--- src/lrua_pkg.sv ---
// Shared types, constants and fixed-point helpers for the lens undistortion remap unit.
package lrua_pkg;

  localparam int IMAGE_WIDTH_DEF  = 1024;
  localparam int IMAGE_HEIGHT_DEF = 1024;

  localparam int CFG_IDX_W  = 4;
  localparam int CFG_DATA_W = 32;

  localparam logic [CFG_IDX_W-1:0] REG_FOCAL_X = 4'd0;
  localparam logic [CFG_IDX_W-1:0] REG_FOCAL_Y = 4'd1;
  localparam logic [CFG_IDX_W-1:0] REG_CENTER_X = 4'd2;
  localparam logic [CFG_IDX_W-1:0] REG_CENTER_Y = 4'd3;
  localparam logic [CFG_IDX_W-1:0] REG_RADIAL_K1 = 4'd4;
  localparam logic [CFG_IDX_W-1:0] REG_RADIAL_K2 = 4'd5;
  localparam logic [CFG_IDX_W-1:0] REG_TANG_P1 = 4'd6;
  localparam logic [CFG_IDX_W-1:0] REG_TANG_P2 = 4'd7;

  localparam logic [19:0] FOCAL_X_RST  = 20'd117415;
  localparam logic [19:0] FOCAL_Y_RST  = 20'd117068;
  localparam logic [19:0] CENTER_X_RST = 20'd94007;
  localparam logic [19:0] CENTER_Y_RST = 20'd63584;
  localparam logic signed [31:0] K1_RST = -32'sd76076786;
  localparam logic signed [31:0] K2_RST = 32'sd19853237;
  localparam logic signed [31:0] P1_RST = 32'sd51966;
  localparam logic signed [31:0] P2_RST = 32'sd4730;

  localparam logic signed [31:0] S32_MAX = 32'sh7FFFFFFF;
  localparam logic signed [31:0] S32_MIN = 32'sh80000000;
  localparam logic signed [39:0] Q_ONE   = 40'sd268435456;

  localparam int DIV_STAGES = 8;
  localparam int DIV_BITS   = 4;
  localparam int DIV_LAT    = DIV_STAGES + 2;
  localparam int DIST_LAT   = 9;
  localparam int MAP_LAT    = 2;

  typedef logic signed [31:0] q28_t;
  typedef logic signed [63:0] prod_t;

  function automatic q28_t sat32(input logic signed [39:0] v);
    q28_t r;
    if (v > 40'(S32_MAX)) r = S32_MAX;
    else if (v < 40'(S32_MIN)) r = S32_MIN;
    else r = v[31:0];
    return r;
  endfunction

  function automatic q28_t qfin(input prod_t p);
    logic signed [35:0] s;
    s = p[63:28];
    return sat32(40'(s));
  endfunction

endpackage

--- src/lrua_norm_div.sv ---
// Pipelined restoring divider that normalizes one pixel coordinate to signed Q4.28.
module lrua_norm_div (
  input  logic               clk,
  input  logic               rst_n,
  input  logic               in_vld,
  input  logic [9:0]         pix,
  input  logic [19:0]        center,
  input  logic [19:0]        focal,
  output logic               out_vld,
  output lrua_pkg::q28_t     q_out
);

  localparam int STAGES = lrua_pkg::DIV_STAGES;
  localparam int BITS   = lrua_pkg::DIV_BITS;

  logic              vld_r [0:STAGES];
  logic [19:0]       rem_r [0:STAGES];
  logic [31:0]       num_r [0:STAGES];
  logic [31:0]       quo_r [0:STAGES];
  logic              neg_r [0:STAGES];
  logic              ovf_r [0:STAGES];
  logic [19:0]       rem_nxt [1:STAGES];
  logic [31:0]       num_nxt [1:STAGES];
  logic [31:0]       quo_nxt [1:STAGES];

  logic signed [21:0] d;
  logic [20:0]        mag;
  logic               out_vld_r;
  lrua_pkg::q28_t     q_r, q_nxt;

  always_comb begin
    d   = $signed({4'b0000, pix, 8'b0}) - $signed({2'b00, center});
    mag = d[21] ? 21'(-d) : d[20:0];
  end

  always_comb begin
    logic [19:0] r;
    logic [31:0] n;
    logic [31:0] q;
    logic [20:0] t;
    for (int s = 0; s < STAGES; s++) begin
      r = rem_r[s];
      n = num_r[s];
      q = quo_r[s];
      for (int b = 0; b < BITS; b++) begin
        t = {r, n[31]};
        n = {n[30:0], 1'b0};
        if (t >= {1'b0, focal}) begin
          r = 20'(t - {1'b0, focal});
          q = {q[30:0], 1'b1};
        end else begin
          r = t[19:0];
          q = {q[30:0], 1'b0};
        end
      end
      rem_nxt[s+1] = r;
      num_nxt[s+1] = n;
      quo_nxt[s+1] = q;
    end
  end

  always_comb begin
    logic [31:0] q;
    q = quo_r[STAGES];
    if (ovf_r[STAGES]) q_nxt = neg_r[STAGES] ? lrua_pkg::S32_MIN : lrua_pkg::S32_MAX;
    else if (neg_r[STAGES]) q_nxt = (q > 32'h80000000) ? lrua_pkg::S32_MIN : $signed(-q);
    else q_nxt = (q > 32'h7FFFFFFF) ? lrua_pkg::S32_MAX : $signed(q);
  end

  always_ff @(posedge clk) begin
    if (!rst_n) begin
      for (int s = 0; s <= STAGES; s++) vld_r[s] <= 1'b0;
      out_vld_r <= 1'b0;
    end else begin
      vld_r[0] <= in_vld;
      for (int s = 1; s <= STAGES; s++) vld_r[s] <= vld_r[s-1];
      out_vld_r <= vld_r[STAGES];
    end
  end

  always_ff @(posedge clk) begin
    rem_r[0] <= {4'b0, mag[19:4]};
    num_r[0] <= {mag[3:0], 28'b0};
    quo_r[0] <= 32'b0;
    neg_r[0] <= d[21];
    ovf_r[0] <= {3'b0, mag} >= {focal, 4'b0};
    for (int s = 1; s <= STAGES; s++) begin
      rem_r[s] <= rem_nxt[s];
      num_r[s] <= num_nxt[s];
      quo_r[s] <= quo_nxt[s];
      neg_r[s] <= neg_r[s-1];
      ovf_r[s] <= ovf_r[s-1];
    end
    q_r <= q_nxt;
  end

  assign out_vld = out_vld_r;
  assign q_out   = q_r;

endmodule

--- config.mk ---
export PLATFORM = sky130hd
export DESIGN_NAME = lrua_norm_div
export DESIGN_NICKNAME = d
export VERILOG_FILES = /design/src/lrua_pkg.sv /design/src/lrua_norm_div.sv
export SDC_FILE = /design/constraint.sdc
export NUM_CORES = 2
export LEC_CHECK = 0
export BUFFER_PORTS_ARGS = -buffer_cell sky130_fd_sc_hd__clkbuf_2
export CORE_UTILIZATION = 30
export DETAILED_ROUTE_END_ITERATION = 8
export PLACE_DENSITY = 0.54
export SLEW_MARGIN = 20
export SYNTH_ARGS = -nofsm -noshare
export SYNTH_HDL_FRONTEND = slang
export SYNTH_SLANG_ARGS = --single-unit
--- constraint.sdc ---
create_clock -name clk -period 36.5 [get_ports clk]
set_input_delay 7.3 -clock clk [delete_from_list [all_inputs] [get_ports clk]]
set_output_delay 7.3 -clock clk [all_outputs]
set_load 0.02 [all_outputs]
==> results.env <==
INITIAL_ANTENNA_VIOLATION_COUNT=9
CLKSLEWWORSTSETUPHOLDPATHS_NS=0.07
CP_SLOWEST_CELL='sky130_fd_sc_hd__a2111oi_0'
INSTANCES_NO_FILL=7705
TIMING.SETUP.TNS_NS=0
DIE_AREA_SQ_UM=151000
SYNTH_FF_TYPE='sky130_fd_sc_hd__dfxtp_1'
ROUTE.DETAILED.WL_PER_INST_MICRONS=19.6
SYN2LAYOUT_AREA_GROWTH_PCT=10.4
ITERATION_0_DRC_MARKERS=2989
POSTSYNTHNETCOUNT=6364
CRIT_PATH_TOP_CELL_BY_COUNT='sky130_fd_sc_hd__ha_1'
SKEW_NS=0.0529
FP-ROW-COUNT=141
GRT_START_MAX_NET_PINS=61
VIAS=42400
TRITONCTS.NUM_BUFFERS=45
WORSTPATHREQUIRED_NS=36.99
RSZ0062_AT_GRT='false'
GRT_PASS1_WL_MICRONS=231000
CORE_REGION_AREA_SQ_UM=148000
TIMING.SETUP.CRITICAL_PATH_CLASS='primary input to flop'
GRT.TOTAL_USAGE_PCT=19.2
TIGHTEST_SLEW_NS=1.16
ASYNC_SET_OR_RESET_REGISTER_RATIO_AFTER_SYNTHESIS_PCT=0
CTS_NUM_SINKS=364
POST-PLACE-CELLS=7620
CLOCK-ROOT-BUFFER='sky130_fd_sc_hd__clkbuf_16'
TOP_LIBRARY_CELLS_BY_USAGE_IN_THE_LAYOUT_FILL_AND_TAPS_ASIDE='646 x sky130_fd_sc_hd__ha_1, 562 x sky130_fd_sc_hd__a21oi_1, 447 x sky130_fd_sc_hd__nor2_1'
LAYOUT_COMMONEST_CELL='sky130_fd_sc_hd__ha_1'
PLACEMENT.IO_BUFFERS=85
YS.WARNINGS.COUNT=0
STATUS='finished, final reports clean'
DRT_WL_TOTAL_MICRONS=151000
FIRSTDRTPASSITERS=5
REPORT.FINAL.HOLD_VIOL_COUNT=0
SYN-INSTANCE-COUNT=5654
SHARE_OF_POST_ROUTE_CELLS_WITH_DRIVE_STRENGTH_ABOVE_1_PCT=11.6
DIE_W_MICRONS=389
FINAL_CORE_UTIL_PCT=33.5
NETLIST.AREA_LEADER.SHARE_PCT=18.0
FINALSETUPVIOLCOUNT=0
IOS=86
ENDPOINT_KIND='flop'
ROUTE.ANTENNA.REMAINING_NETS=0
ROUTABILITYCONGESTION=0.917
POST-ROUTE-MIN-PERIOD_NS=20.69
DRV_SLEW=0
TRITONCTS='yes'
PATH_BUF_INV=6
GRT_REMAINING_OVERFLOW=0
DIE_H_MICRONS=389
SETUP.REG_TO_REG.WORST_SLACK_NS=22.56
MAX_CAP_VIOLATIONS=0
CLOCKBUFFERDEPTH=3
LAYOUT.NETS=6447
SYNTH_SEQUENTIAL_AREA_RATIO_PCT=16.2
MAXCLOCKFREQUENCY_MHz=48.3
YOSYS-TOP-CELLS-AREA='sky130_fd_sc_hd__ha_1 18%, sky130_fd_sc_hd__dfxtp_1 16%, sky130_fd_sc_hd__mux2_2 7.9%, sky130_fd_sc_hd__xnor2_1 6.6%, sky130_fd_sc_hd__a21oi_1 6.3%'
SYNTH_CELL_TYPES=90
FINAL_CYCLE_UTILIZATION_OF_THE_CRITICAL_PATH_PCT=56.7
WORST_HOLD_SLACK_NS=0.314
SYNTH_TOP_AREA_CELL='sky130_fd_sc_hd__ha_1'
SYN-MEAN-INSTANCE-AREA_SQ_UM=7.95
INITIAL_UTILIZATION_PCT=30.3
HOLD_BUFFERS=0
PLACE.DETAILED.HPWL_MICRONS=116000
CTS-HTREE-LEVELS=2
HOLD_REMOVAL_PATH_CLASS='flop to flop'
CRIT_FAMILY='compound AO/OA/AOI/OAI gates'
CLOCK_LATENCY_NS=0.64
DRC=0
DR_VIAS_CELL=5.50
VIAS_IN_THE_FIRST_GLOBAL_ROUTE=39800
POSTCTSSETUPREPAIRBUFS=0
CTS_RESIZED=0
MAX_STAGE_DELAY_NS=0.99
SYNTHESIS_STAGE_REGISTER_BIT_COUNT=364
CP.ARRIVAL_NS=21.17
SYNTH_AREA_SQ_UM=44900
POST_SYNTH_EDFFS=0
TIMING.MAX_SLEW.REL_SLACK_PCT=21.0
CP_MAX_FO=28
WORSTSETUPSTARTPOINTTYPE='primary input'
-- registers in the layout, indices dropped and copies added (netlist names) --
| name | cells |
|---|---|
| quo_r | 144 |
| vld_r | 9 |
| neg_r | 9 |
| ovf_r | 9 |
| rem_r | 156 |
| q_out | 32 |
| num_r | 4 |
| out_vld | 1 |
-- synth_stat cells, drive strengths merged, types with 75 or more instances --
library cell and instances:
nor2b 82, o21bai 75, a21o 239, nor2 448, xor2 185, dfxtp 364, o21a 89, inv 239
nand2b 84, a21oi 564, xnor2 341, nand3 108, nand4 75, o21ai 327, mux2 316, nor3 121
nand2 384, clkbuf 93, ha 646
-- layout make-up --
| cell class | instances | area [sq um] |
|---|---|---|
| clock buffer | 53 | 1210 |
| inverter | 242 | 908 |
| fill | 15500 | 98600 |
| tap | 1930 | 2410 |
| sequential | 364 | 7290 |
| timing repair buffer | 157 | 1020 |
| antenna | 2 | 5.00 |
| clock inverter | 30 | 410 |
| multi-input combinational | 4927 | 36400 |
-- path summary, 6_finish.rpt --
| path | startpoint | end | depth (start not counted) |
|---|---|---|---|
| max | focal[1] | rem_r[0][83] | 44 |
| min | quo_r[0][34] | quo_r[0][70] | 0 |
| max reg2reg | rem_r[0][60] | rem_r[0][83] | 41 |
| min reg2reg | quo_r[0][34] | quo_r[0][70] | 0 |
-- through the flow --
stage | setup slack [ns] | area [sq um]
6_report | 15.81 | 49600
3_5_place_dp | 15.21 | 48000
5_1_grt | 15.20 | 49600
4_1_cts | 15.83 | 49600
2_1_floorplan | 16.85 | 44900
3_3_place_gp | 15.43 | 48000
-- worst reg2reg max path: cells and delay by family (launching register included) --
kind | cells | cell delay, ns
adders and majority gates | 4 | 1.31
DFF | 1 | 0.40
muxes | 3 | 1.04
and+or+nand+nor | 5 | 1.77
AOI/OAI and AO/OA | 26 | 8.51
buffers and inverters | 3 | 0.79
-- routing by layer --
metal,wire length [microns],GRT usage (%)
met3,7750,2.04
met5,13,0
met4,3510,4.78
met1,73000,27.0
met2,66800,31.1
-- kinds of logic (layout without fill, tap and decap cells) --
kind of cell	Yosys count	in the layout	synth area share, %
AO/OA/AOI/OAI	1797	1797	25.9
XOR/XNOR	526	526	10.2
adder cells (fa/ha/maj)	657	657	18.5
buffers and inverters	363	482	3.08
flip-flops	364	364	16.2
multiplexers	364	364	8.99
other	0	2	0
AND/OR/NAND/NOR	1583	1583	17.1
Power is left out: the tool's default activity adds up to more than one toggle a clock period on the data nets, which glitch-free logic cannot reach.
